$ cat src/rtl/core/lhpc_pkg.sv
// ----------------------------------------------------------------------------
// lhpc_pkg: shared types and constants for the lift height PID controller
// Register indexes, field widths, drive constants and the structs passed
// between the front stage and the output stage.
// ----------------------------------------------------------------------------
`timescale 1ns / 1ps
`default_nettype none

package lhpc_pkg;

  localparam int unsigned PosW   = 24;  // target, encoder, offset
  localparam int unsigned GainW  = 16;
  localparam int unsigned BandW  = 23;
  localparam int unsigned FloorW = 31;
  localparam int unsigned ErrW   = 26;  // target - (enc - offset)
  localparam int unsigned DerW   = 27;  // err - previous err
  localparam int unsigned IntW   = 32;
  localparam int unsigned DrvW   = 8;
  localparam int unsigned SumW   = 50;  // sum of the three gain products
  localparam int unsigned CfgIdxW  = 3;
  localparam int unsigned CfgDataW = 31;

  localparam logic signed [DrvW-1:0] DRIVE_MAX      = 8'sd80;
  localparam logic signed [DrvW-1:0] DRIVE_MIN      = -8'sd80;
  localparam logic signed [DrvW-1:0] DRIVE_GND_HOLD = -8'sd7;
  localparam logic signed [DrvW-1:0] DRIVE_GND_RUN  = -8'sd50;
  localparam logic signed [DrvW-1:0] DRIVE_UP_HOLD  = 8'sd10;
  // 110 requested on the way up, already clamped to the drive limit
  localparam logic signed [DrvW-1:0] DRIVE_UP_RUN   = 8'sd80;

  localparam logic signed [IntW-1:0] INT_MAX = 32'sh7FFF_FFFF;
  localparam logic signed [IntW-1:0] INT_MIN = 32'sh8000_0000;

  typedef enum logic [CfgIdxW-1:0] {
    CFG_GAIN_P    = 3'd0,
    CFG_GAIN_I    = 3'd1,
    CFG_GAIN_D    = 3'd2,
    CFG_BAND      = 3'd3,
    CFG_FLOOR     = 3'd4,
    CFG_GND_CODE  = 3'd5,
    CFG_STASH_CODE = 3'd6
  } cfg_idx_e;

  typedef struct packed {
    logic signed [GainW-1:0] gain_p;
    logic signed [GainW-1:0] gain_i;
    logic signed [GainW-1:0] gain_d;
    logic [BandW-1:0]        arrive_band;
    logic [FloorW-1:0]       integral_floor;
    logic signed [PosW-1:0]  ground_code;
    logic signed [PosW-1:0]  stash_code;
  } cfg_t;

  // register values after reset: all zero but the stash code
  localparam cfg_t CFG_RESET = '{
    gain_p:         16'sd0,
    gain_i:         16'sd0,
    gain_d:         16'sd0,
    arrive_band:    23'd0,
    integral_floor: 31'd0,
    ground_code:    24'sd0,
    stash_code:     24'sd1
  };

  typedef struct packed {
    logic                   action;
    logic signed [PosW-1:0] target_height;
    logic signed [PosW-1:0] encoder_count;
    logic                   low_switch;
    logic                   high_switch;
  } in_item_t;

  // front stage result: either a fixed drive or PID terms for the multipliers
  typedef struct packed {
    logic                   use_pid;
    logic signed [DrvW-1:0] fixed_drive;
    logic                   done;
    logic signed [ErrW-1:0] err;
    logic signed [IntW-1:0] integ;
    logic signed [DerW-1:0] deriv;
  } stage_t;

endpackage

`default_nettype wire

$ cat src/rtl/core/lhpc_front.sv
// ----------------------------------------------------------------------------
// lhpc_front: mode decode, error, integral and derivative
// Holds the controller memory (previous error, integral, zero offset) and
// registers the terms handed to the multiply stage.
// ----------------------------------------------------------------------------
`timescale 1ns / 1ps
`default_nettype none

module lhpc_front (
  input  wire logic              clk_i,
  input  wire logic              rst_ni,
  input  wire lhpc_pkg::cfg_t    cfg_i,
  input  wire lhpc_pkg::in_item_t item_i,
  input  wire logic              step_i,
  output lhpc_pkg::stage_t       stage_o
);
  import lhpc_pkg::*;

  logic signed [ErrW-1:0] prev_err_q, prev_err_d;
  logic signed [IntW-1:0] integ_q, integ_d;
  logic signed [PosW-1:0] offset_q, offset_d;
  stage_t                 stage_q, stage_d;

  logic                   is_ground, is_stash, pid_step;
  logic signed [PosW-1:0] off_use;
  logic signed [PosW:0]   height;
  logic signed [ErrW-1:0] err;
  logic signed [IntW:0]   int_sum;
  logic signed [IntW-1:0] int_sat, int_new;
  logic signed [DerW-1:0] err_mag, clr_lim, band_s;
  logic signed [IntW:0]   int_mag, floor_s;

  always_comb begin
    is_ground = (item_i.target_height == cfg_i.ground_code);
    is_stash  = !is_ground && (item_i.target_height == cfg_i.stash_code);
    pid_step  = step_i && !item_i.action && !is_ground && !is_stash;

    // a pressed low switch re-zeroes the height before it is used
    off_use = item_i.low_switch ? item_i.encoder_count : offset_q;
    height  = (PosW+1)'(item_i.encoder_count) - (PosW+1)'(off_use);
    err     = ErrW'(item_i.target_height) - ErrW'(height);

    int_sum = (IntW+1)'(integ_q) + (IntW+1)'(err);
    if (int_sum[IntW] != int_sum[IntW-1]) begin
      int_sat = int_sum[IntW] ? INT_MIN : INT_MAX;
    end else begin
      int_sat = int_sum[IntW-1:0];
    end

    err_mag = err[ErrW-1] ? -DerW'(err) : DerW'(err);
    band_s  = $signed({{(DerW-BandW){1'b0}}, cfg_i.arrive_band});
    clr_lim = DerW'(item_i.target_height) + band_s;
    int_mag = int_sat[IntW-1] ? -(IntW+1)'(int_sat) : (IntW+1)'(int_sat);
    floor_s = $signed({{(IntW+1-FloorW){1'b0}}, cfg_i.integral_floor});
    int_new = ((err_mag <= clr_lim) || (int_mag <= floor_s)) ? '0 : int_sat;
  end

  always_comb begin
    stage_d       = stage_q;
    prev_err_d    = prev_err_q;
    integ_d       = integ_q;
    offset_d      = offset_q;
    if (step_i) begin
      stage_d.use_pid     = 1'b0;
      stage_d.fixed_drive = '0;
      stage_d.done        = 1'b0;
      stage_d.err         = err;
      stage_d.integ       = int_new;
      stage_d.deriv       = DerW'(err) - DerW'(prev_err_q);
      if (item_i.action) begin
        prev_err_d = '0;
        integ_d    = '0;
      end else if (is_ground) begin
        stage_d.fixed_drive = item_i.low_switch ? DRIVE_GND_HOLD : DRIVE_GND_RUN;
        stage_d.done        = item_i.low_switch;
      end else if (is_stash) begin
        stage_d.fixed_drive = item_i.high_switch ? DRIVE_UP_HOLD : DRIVE_UP_RUN;
        stage_d.done        = item_i.high_switch;
      end else begin
        stage_d.use_pid = 1'b1;
        stage_d.done    = (err_mag <= band_s);
        prev_err_d      = err;
        integ_d         = int_new;
        offset_d        = off_use;
      end
    end
  end

  always_ff @(posedge clk_i or negedge rst_ni) begin
    if (!rst_ni) begin
      prev_err_q <= '0;
      integ_q    <= '0;
      offset_q   <= '0;
    end else begin
      prev_err_q <= prev_err_d;
      integ_q    <= integ_d;
      offset_q   <= offset_d;
    end
  end

  always_ff @(posedge clk_i) begin
    stage_q <= stage_d;
  end

  assign stage_o = stage_q;

  a_clear_zeroes_memory : assert property (@(posedge clk_i) disable iff (!rst_ni)
    step_i && item_i.action |=> (prev_err_q == '0) && (integ_q == '0))
    else $error("clear request left PID memory nonzero");

  a_low_switch_rezero : assert property (@(posedge clk_i) disable iff (!rst_ni)
    pid_step && item_i.low_switch |=> offset_q == $past(item_i.encoder_count))
    else $error("zero offset not taken from encoder on low switch");

  a_mode_keeps_memory : assert property (@(posedge clk_i) disable iff (!rst_ni)
    step_i && !item_i.action && (is_ground || is_stash)
    |=> $stable(prev_err_q) && $stable(integ_q) && $stable(offset_q))
    else $error("mode request changed PID memory");

endmodule

`default_nettype wire

$ cat src/rtl/core/lhpc_mix.sv
// ----------------------------------------------------------------------------
// lhpc_mix: PID gain multiply, sum and drive clamp
// Three products summed and limited to the drive range, or the fixed mode
// drive, registered into the result register.
// ----------------------------------------------------------------------------
`timescale 1ns / 1ps
`default_nettype none

module lhpc_mix (
  input  wire logic                  clk_i,
  input  wire logic                  rst_ni,
  input  wire lhpc_pkg::cfg_t        cfg_i,
  input  wire lhpc_pkg::stage_t      stage_i,
  input  wire logic                  load_i,
  input  wire logic                  out_valid_i,
  output logic signed [7:0]          drive_o,
  output logic                       at_target_o
);
  import lhpc_pkg::*;

  logic signed [GainW+ErrW-1:0] prod_p;
  logic signed [GainW+IntW-1:0] prod_i;
  logic signed [GainW+DerW-1:0] prod_d;
  logic signed [SumW-1:0]       u_sum;
  logic signed [DrvW-1:0]       pid_drive;
  logic signed [DrvW-1:0]       drive_q, drive_d;
  logic                         done_q, done_d;

  always_comb begin
    prod_p = cfg_i.gain_p * stage_i.err;
    prod_i = cfg_i.gain_i * stage_i.integ;
    prod_d = cfg_i.gain_d * stage_i.deriv;
    u_sum  = SumW'(prod_p) + SumW'(prod_i) + SumW'(prod_d);
    // +-127 then +-80 collapses to a single +-80 limit
    if (u_sum > SumW'(DRIVE_MAX)) begin
      pid_drive = DRIVE_MAX;
    end else if (u_sum < SumW'(DRIVE_MIN)) begin
      pid_drive = DRIVE_MIN;
    end else begin
      pid_drive = u_sum[DrvW-1:0];
    end
  end

  always_comb begin
    drive_d = drive_q;
    done_d  = done_q;
    if (load_i) begin
      drive_d = stage_i.use_pid ? pid_drive : stage_i.fixed_drive;
      done_d  = stage_i.done;
    end
  end

  always_ff @(posedge clk_i) begin
    drive_q <= drive_d;
    done_q  <= done_d;
  end

  assign drive_o     = drive_q;
  assign at_target_o = done_q;

  a_drive_range : assert property (@(posedge clk_i) disable iff (!rst_ni)
    out_valid_i |-> (drive_q <= DRIVE_MAX) && (drive_q >= DRIVE_MIN))
    else $error("drive outside clamp range");

  a_fixed_drive : assert property (@(posedge clk_i) disable iff (!rst_ni)
    load_i && !stage_i.use_pid |=> drive_q == $past(stage_i.fixed_drive))
    else $error("mode drive not passed through");

endmodule

`default_nettype wire

$ cat src/rtl/core/lift_height_pid_controller.sv
// ----------------------------------------------------------------------------
// lift_height_pid_controller: lift height control with PID and limit modes
// Input register, configuration registers and pipeline handshake around the
// front stage and the multiply stage.
// ----------------------------------------------------------------------------
// Usage:
//   Input channel (in_valid_i / in_stall_o) carries one control tick request:
//   action, target height, encoder count and both limit switches. Output
//   channel (out_valid_o / out_stall_i) returns one drive and at_target per
//   request, in order.
//   Requests pass through the input register, the front stage (mode decode,
//   error, integral, derivative and memory update) and the result register
//   after the gain multiplies. Throughput is one request per cycle while
//   in_stall_o is low; the controller memory is read and written within the
//   front stage, so consecutive ticks chain without gaps.
//   A stalled output holds its result; each stage still fills while a later
//   one waits, and in_stall_o rises only when all three stages hold data.
//   Configuration writes (cfg_valid_i / cfg_ready_o) are always taken and
//   should be made with the pipeline empty.
//   Reset clears the pipeline, the PID memory and the zero offset, sets all
//   registers to 0 and the stash code to 1.
// ----------------------------------------------------------------------------
`timescale 1ns / 1ps
`default_nettype none

module lift_height_pid_controller (
  input  wire logic                               clk_i,
  input  wire logic                               rst_ni,
  input  wire logic                               in_valid_i,
  output logic                                    in_stall_o,
  input  wire logic                               action_i,
  input  wire logic signed [lhpc_pkg::PosW-1:0]   target_height_i,
  input  wire logic signed [lhpc_pkg::PosW-1:0]   encoder_count_i,
  input  wire logic                               low_switch_i,
  input  wire logic                               high_switch_i,
  output logic                                    out_valid_o,
  input  wire logic                               out_stall_i,
  output logic signed [lhpc_pkg::DrvW-1:0]        drive_o,
  output logic                                    at_target_o,
  input  wire logic                               cfg_valid_i,
  output logic                                    cfg_ready_o,
  input  wire logic [lhpc_pkg::CfgIdxW-1:0]       cfg_index_i,
  input  wire logic [lhpc_pkg::CfgDataW-1:0]      cfg_wdata_i
);
  import lhpc_pkg::*;

  cfg_t     cfg_q, cfg_d;
  in_item_t item_q, item_d;
  stage_t   stage;
  logic     s0_v_q, s0_v_d, s1_v_q, s1_v_d, out_v_q, out_v_d;
  logic     en0, en1, en2, in_acc;

  // configuration
  assign cfg_ready_o = 1'b1;

  always_comb begin
    cfg_d = cfg_q;
    if (cfg_valid_i) begin
      unique case (cfg_idx_e'(cfg_index_i))
        CFG_GAIN_P:     cfg_d.gain_p         = cfg_wdata_i[GainW-1:0];
        CFG_GAIN_I:     cfg_d.gain_i         = cfg_wdata_i[GainW-1:0];
        CFG_GAIN_D:     cfg_d.gain_d         = cfg_wdata_i[GainW-1:0];
        CFG_BAND:       cfg_d.arrive_band    = cfg_wdata_i[BandW-1:0];
        CFG_FLOOR:      cfg_d.integral_floor = cfg_wdata_i[FloorW-1:0];
        CFG_GND_CODE:   cfg_d.ground_code    = cfg_wdata_i[PosW-1:0];
        CFG_STASH_CODE: cfg_d.stash_code     = cfg_wdata_i[PosW-1:0];
        default:        cfg_d = cfg_q;
      endcase
    end
  end

  always_ff @(posedge clk_i or negedge rst_ni) begin
    if (!rst_ni) begin
      cfg_q <= CFG_RESET;
    end else begin
      cfg_q <= cfg_d;
    end
  end

  // pipeline advance: each stage moves when the next one is free or moving
  always_comb begin
    en2    = !out_v_q || !out_stall_i;
    en1    = !s1_v_q || en2;
    en0    = !s0_v_q || en1;
    in_acc = in_valid_i && en0;
    s0_v_d = en0 ? in_valid_i : s0_v_q;
    s1_v_d = en1 ? s0_v_q : s1_v_q;
    out_v_d = en2 ? s1_v_q : out_v_q;
  end

  always_comb begin
    item_d = item_q;
    if (in_acc) begin
      item_d.action        = action_i;
      item_d.target_height = target_height_i;
      item_d.encoder_count = encoder_count_i;
      item_d.low_switch    = low_switch_i;
      item_d.high_switch   = high_switch_i;
    end
  end

  always_ff @(posedge clk_i or negedge rst_ni) begin
    if (!rst_ni) begin
      s0_v_q  <= 1'b0;
      s1_v_q  <= 1'b0;
      out_v_q <= 1'b0;
    end else begin
      s0_v_q  <= s0_v_d;
      s1_v_q  <= s1_v_d;
      out_v_q <= out_v_d;
    end
  end

  always_ff @(posedge clk_i) begin
    item_q <= item_d;
  end

  assign in_stall_o  = !en0;
  assign out_valid_o = out_v_q;

  lhpc_front u_front (
    .clk_i   (clk_i),
    .rst_ni  (rst_ni),
    .cfg_i   (cfg_q),
    .item_i  (item_q),
    .step_i  (en1 && s0_v_q),
    .stage_o (stage)
  );

  lhpc_mix u_mix (
    .clk_i       (clk_i),
    .rst_ni      (rst_ni),
    .cfg_i       (cfg_q),
    .stage_i     (stage),
    .load_i      (en2 && s1_v_q),
    .out_valid_i (out_v_q),
    .drive_o     (drive_o),
    .at_target_o (at_target_o)
  );

  a_stall_only_full : assert property (@(posedge clk_i) disable iff (!rst_ni)
    in_stall_o |-> s0_v_q && s1_v_q && out_v_q && out_stall_i)
    else $error("input stalled with room in the pipeline");

  a_no_lost_result : assert property (@(posedge clk_i) disable iff (!rst_ni)
    s1_v_q && out_v_q && out_stall_i |=> s1_v_q && out_v_q)
    else $error("result dropped while output stalled");

  a_front_feeds_out : assert property (@(posedge clk_i) disable iff (!rst_ni)
    s1_v_q && en2 |=> out_v_q)
    else $error("front stage result not moved to output");

endmodule

`default_nettype wire

$ cat config.mk
export PLATFORM = sky130hd
export DESIGN_NAME = lift_height_pid_controller
export DESIGN_NICKNAME = d
export VERILOG_FILES = /design/src/rtl/core/lhpc_pkg.sv /design/src/rtl/core/lhpc_front.sv /design/src/rtl/core/lhpc_mix.sv /design/src/rtl/core/lift_height_pid_controller.sv
export SDC_FILE = /design/constraint.sdc
export NUM_CORES = 2
export LEC_CHECK = 0
export ABC_AREA = 1
export BUFFER_PORTS_ARGS = -buffer_cell sky130_fd_sc_hd__buf_2
export CAP_MARGIN = 20
export CORE_ASPECT_RATIO = 1.5
export CORE_MARGIN = 1
export CORE_UTILIZATION = 61
export DETAILED_ROUTE_END_ITERATION = 8
export GPL_TIMING_DRIVEN = 0
export HOLD_SLACK_MARGIN = 0.1
export PLACE_DENSITY_LB_ADDON = 0.1
export SLEW_MARGIN = 20
export SYNTH_ARGS = -nofsm -noshare
export SYNTH_HDL_FRONTEND = slang
export SYNTH_HIERARCHICAL = 1
export SYNTH_SLANG_ARGS = --single-unit
$ cat constraint.sdc
create_clock -name clk_i -period 8.51 [get_ports clk_i]
set_clock_uncertainty 0.1 [all_clocks]
set_input_delay 0.4255 -clock clk_i [delete_from_list [all_inputs] [get_ports clk_i]]
set_output_delay 0.4255 -clock clk_i [all_outputs]
set_load 0.05 [all_outputs]
Word level (Yosys, flattened, before mapping):

Index checks and enable logic that the tools add are counted.

* add/subtract/negate cells: 9
* $mul: 3
* $lt $le $gt $ge: 5
* equal/unequal tests: 11
* muxes and demuxes: 21
* bitwise operators: 3
* reductions and logical operators: 25

Operators by type and width (count)
* $mux 32: 6
* $mux 26: 3
* $add 49x43->50: 1
* $gt 50x8->1 const B: 1
* $lt 50x8->1 const B: 1
* $add 42x48->49: 1
* $eq 24x24->1: 2
* $mul 16x32->48: 1
* $mul 16x27->43: 1
* $mul 16x26->42: 1
* $add 32x26->33: 1
* $le 33x32->1: 1
* $mux 33: 1
* $neg 32->33: 1
* $mux 8: 4
* $le 27x24->1: 1
* $le 27x27->1: 1
* $mux 27: 1
* $neg 26->27: 1
* $sub 26x26->27: 1
* $sub 24x25->26: 1
* $add 24x24->25: 1
* $sub 24x24->25: 1
* $mux 24: 1
* other kinds (18): 42

* register bits after elaboration: 390
* word-level logic and storage cells: 103

Depth between registers and ports, before layout:

* depth after elaboration: 14
* depth in mapped cells: 57

By module:

The synthesis kept the hierarchy.

By module, submodules not included
* lhpc_mix: instances 1, cells each 6603, area an instance 52416.5 µm²
* lhpc_front: instances 1, cells each 2364, area an instance 17421.7 µm²
* lift_height_pid_controller: instances 1, cells each 727, area an instance 7500.9 µm²

Worst setup path after synthesis:

No wires, ideal clock.

* kind: register to register
* from: register u_front.stage_q, in the netlist u_front/stage_o[26]
* to: register u_mix.drive_q[4] (netlist: u_mix/drive_o[4]), data pin
* setup time: 0.253 ns
* arrival time: 7.878 ns
* data required time: 8.157 ns
* slack: 0.279 ns
* stages on the path, launching flop included: 37
* path through: edfxtp_1 -> clkbuf_1 -> clkbuf_1 -> nand2_1 -> fa_1 -> fa_1 -> fa_1 -> inv_1 -> fa_1 -> fa_1 -> inv_1 -> fa_1 -> inv_1 -> fa_1 -> inv_1 -> fa_1 -> fa_1 -> inv_1 -> ha_1 -> nand2_1 -> inv_1 -> a21oi_1 -> nor2_1 -> nor2_1 -> nand2_1 -> a21oi_1 -> nand3_1 -> nand2_2 -> nand2_1 -> nor2_1 -> nand2_1 -> nor2_2 -> nand3_2 -> nand2_4 -> nand2_1 -> nor2_1 -> nor2_1

* word-level cells in the longest chain between the ends: 6
* elaborated cells on any way between the ends: 7
* those cells by class: add/sub: 1; mul: 1; order compare: 2; mux: 3

RTL lines
* from (decl): line lhpc_front.sv:22 `stage_t stage_q, stage_d;`
* from (signal assigned): line lhpc_front.sv:102 `stage_q <= stage_d;`
* $mul 16x27->43 (*): line lhpc_mix.sv:32 `prod_d = cfg_i.gain_d * stage_i.deriv;`
* $add 49x43->50 (*): line lhpc_mix.sv:33 `u_sum = SumW'(prod_p) + SumW'(prod_i) + SumW'(prod_d);`
* $lt 50x8->1: line lhpc_mix.sv:37 `end else if (u_sum < SumW'(DRIVE_MIN)) begin`
* $mux 8: line lhpc_mix.sv:37
* $mux 8 (*): line lhpc_mix.sv:35 `if (u_sum > SumW'(DRIVE_MAX)) begin`
* $mux 8 (*): line lhpc_mix.sv:48 `drive_d = stage_i.use_pid ? pid_drive : stage_i.fixed_drive;`
* to (signal assigned): line lhpc_mix.sv:54 `drive_q <= drive_d;`
* to (decl): line lhpc_mix.sv:26 `logic signed [DrvW-1:0] drive_q, drive_d;`

Every way passes the cells marked *; elsewhere a longest branch is shown, timed or not.
A chain may end at the register's enable or synchronous reset.

Final worst setup path:

* from: register cfg_q[146] (netlist name)
* to: register u_mix.drive_q[4] (netlist: u_mix/drive_o[4]), data pin

* word-level cells in the longest chain between the ends: 7
* elaborated cells on any way between the ends: 8
* those cells by class: add/sub: 2; mul: 1; order compare: 2; mux: 3

RTL lines
* from (decl): line lift_height_pid_controller.sv:47 `cfg_t cfg_q, cfg_d;`
* from (signal assigned): line lift_height_pid_controller.sv:76 `cfg_q <= cfg_d;`
* $mul 16x26->42 (*): line lhpc_mix.sv:30 `prod_p = cfg_i.gain_p * stage_i.err;`
* $add 42x48->49 (*): line lhpc_mix.sv:33
* $add 49x43->50 (*): line lhpc_mix.sv:33
* $lt 50x8->1: line lhpc_mix.sv:37
* $mux 8: line lhpc_mix.sv:37
* $mux 8 (*): line lhpc_mix.sv:35
* $mux 8 (*): line lhpc_mix.sv:48

Marked as above.

==> results by group <==
Status
  • Status: complete, but fails checks
  • Failing checks: negative setup slack

STA
  • RSZ-0062 raised after global routing: yes
  • Fmax: 104 MHz
  • Period utilization: 1.13
  • Final hold slack: 0.243 ns
  • Slew Limit Fails: 0
  • Slew @ Worst Pin: 0.984 ns
  • Final WS setup: -1.12 ns
  • Final setup fails: 8
  • Hold Fails Final Rpt: 0
  • Final Critical Period: 9.63 ns
  • Worst slew margin: 0.336

Run
  • Total of max-cap violations: 0

GRT
  • Gr usage total: 0.504
  • Total gr overflow: 0
  • Pin count of the biggest net entering global routing: 86
  • Initial antenna violation count: 29
  • Vias in the first global route: 71338
  • First-pass GRT wire length: 457000 um

Synthesis
  • Synthesized area: 77300 um2
  • Syn Inst Count: 9694
  • Leading area contributor after synthesis: fa_1
  • Post-synth EDFFs: 154
  • Synth top area cells: fa_1 40%, nand2_1 13%, inv_1 13%
  • Syn. warnings: 6
  • Avg Cell Area, Syn: 7.98 um2
  • Syn Nets: 11759
  • Top FF cell, synth: dfrtp_1
  • Register bit count reported by yosys: 389
  • Post-synthesis sequential area ratio: 0.136
  • Top-area cell type share of the netlist area: 0.400
  • Synth cell types: 58
  • Asr flop ratio synth: 0.604

Clock network
  • Clock sinks: 389
  • CTS tree: done
  • Worst-path clk slew: 0.08 ns
  • Root buf cell: clkbuf_16
  • CTS Buf Count: 30
  • H-tree levels: 1
  • Max Root-Sink Buffers: 3
  • Clock Latency Late Sink: 0.69 ns

Drt
  • Vias per cell: 5.71
  • Via count: 67935
  • Post-route DRC: 0
  • Drt total wl: 313000 um
  • Routed Antenna Nets: 0
  • Routed wire length per instance: 26.3 um
  • DR iter-0 viols: 5800
  • Initial DRT Pass Iterations: 6

Worst setup path
  • R2R cell count: 32
  • Worst reg-to-reg setup slack: -1.12 ns
  • CP required: 8.85 ns
  • Crit path DAT: 9.97 ns
  • Max stage delay on crit path: 0.84 ns
  • Reg2reg end: u_mix/drive_o[4]
  • Cell repeated most along the worst path: fa_1
  • Top delay family on crit path: adder cells
  • Crit end category: flip-flop
  • Number of buffers and inverters on the critical path: 6
  • Cell with the largest stage delay on the worst path: fa_2
  • Startpoint Class: flip-flop
  • Crit Path Max Fanout: 10
  • Setup CP Type: reg2reg
  • R2R Path Start: cfg_q[146]

Die
  • Rows: 159
  • Height of the die: 438 um
  • Die ar.: 128000 um2
  • Top-Level Pins: 102
  • Core area: 126000 um2
  • Starting Density: 0.616
  • Die W: 293 um

Place
  • IO buf count: 100
  • Final GP Congestion: 1.05
  • Final HPWL DP: 246000 um

Layout
  • Commonest non-fill, non-tap cell in the layout: inv_1
  • Fraction of layout instances using a drive strength above 1: 0.150
  • Syn-to-layout area delta: 14.5%
  • Most frequent cells in the layout: 2639 x inv_1, 2594 x nand2_1, 1457 x fa_1, 360 x ha_1, 292 x buf_4
  • Layout Nets: 12224

Min path
  • Hold Path Class: in2async
-- state kept, by name (all words and copies together), names as in the netlist --
| register | cells |
|---|---|
| u_mix/at_target_o | 1 |
| u_mix/drive_o | 8 |
| s0_v_q | 1 |
| u_front/integ_q | 32 |
| out_valid_o | 1 |
| item_q | 51 |
| cfg_q | 150 |
| u_front/prev_err_q | 26 |
| s1_v_q | 1 |
| u_front/offset_q | 24 |
| u_front/stage_o | 94 |
-- cells in the mapped netlist (4+ instances only) --
cell type  number
nor2_1        334
o21a_1         10
nand2_2        32
nand3b_1       20
a21oi_2        10
nand3_1       228
o21ai_0       100
a21o_1          7
fa_1         1544
nor3_1         29
nor2_2         47
clkbuf_1      308
o211ai_1        8
nand3_2         8
buf_2          26
o21bai_1       13
o22ai_1        23
edfxtp_1      154
a21oi_1       189
nand4_1       100
or2_2          50
xor2_1         97
a31oi_1         7
o21ai_1         5
mux2i_1        24
buf_1           7
buf_6           5
nand2_1      2777
nor4_1         13
inv_2          13
buf_4           6
dfrtp_1       234
ha_1          431
o221ai_1        6
inv_1        2706
and2_1          6
xnor2_1        77
nand2_4         4
-- layout make-up --
type,count,area [um2]
Inverter,2722,10300
Timing Repair Buffer,514,4400
Tap cell,1690,2110
Fill cell,10129,37000
Antenna cell,26,65.1
Clock buffer,34,776
Multi-Input combinational cell,6231,58200
Buffer,271,1850
Clock inverter,22,198
Sequential cell,389,10600
-- repair_timing --
| item | CTS | global route |
|---|---|---|
| hold endpoints to repair | 234 | 0 |
| setup buffers | 225 | 92 |
| hold buffers | 89 | 0 |
| gates cloned | 0 | 2 |
| resized for setup | 747 | 545 |
| pin swaps | 99 | 144 |
| endpoints found under the setup margin | 72 | 72 |
-- metal layers --
layer,global-route usage,routed length [um],vias to the layer above
li1,-,-,28789
met1,0.471,88000,33240
met2,0.814,146000,3994
met3,0.166,31500,1888
met4,0.577,47300,24
met5,0,225,-
-- metrics by stage --
step	instance area, um2	instances	TNS, ns	util	setup WS, ns
floorplan	77300	9694	0	-	0.279
finish	88500	11899	-7.67	0.705	-1.12
global route	88500	11877	-19.39	0.705	-1.13
CTS	85800	11779	-3.48	0.684	-0.579
global placement	80000	11484	-202.12	0.637	-3.29
detailed placement	80100	11490	-182.05	0.638	-3.37
-- worst reg2reg max path: cells and delay by family (launching register included) --
kind / cells / cell delay, ns
buffers and inverters: 6 / 0.57
and+or+nand+nor: 16 / 2.64
adders and majority gates: 10 / 5.50
DFF: 1 / 0.59
-- how the worst max path moves through the flow --
stage	cells after the start	end	start	slack (ns)
after detailed placement	31	u_mix/drive_o[6]	u_front/stage_o[26]	-3.37
final	32	u_mix/drive_o[4]	cfg_q[146]	-1.12
after CTS	36	u_mix/drive_o[6]	u_front/stage_o[84]	-0.58
after global routing	35	u_mix/drive_o[4]	u_front/stage_o[10]	-1.13
after global placement	31	u_mix/drive_o[6]	u_front/stage_o[26]	-3.29
after floorplan	36	u_mix/drive_o[4]	u_front/stage_o[26]	0.28
-- cells by family after synthesis --
| logic type | Yosys count | synth area share |
|---|---|---|
| buf+inv | 3074 | 0.150 |
| compound gates | 396 | 0.0289 |
| fa+ha+maj | 1975 | 0.469 |
| flops | 389 | 0.136 |
| mux | 24 | 0.00311 |
| xor+xnor | 174 | 0.0197 |
| simple gates | 3660 | 0.193 |
| other cells | 2 | 0.0000971 |
Power is left out: the tool's default activity adds up to more than one toggle a clock period on the data nets, which glitch-free logic cannot reach.
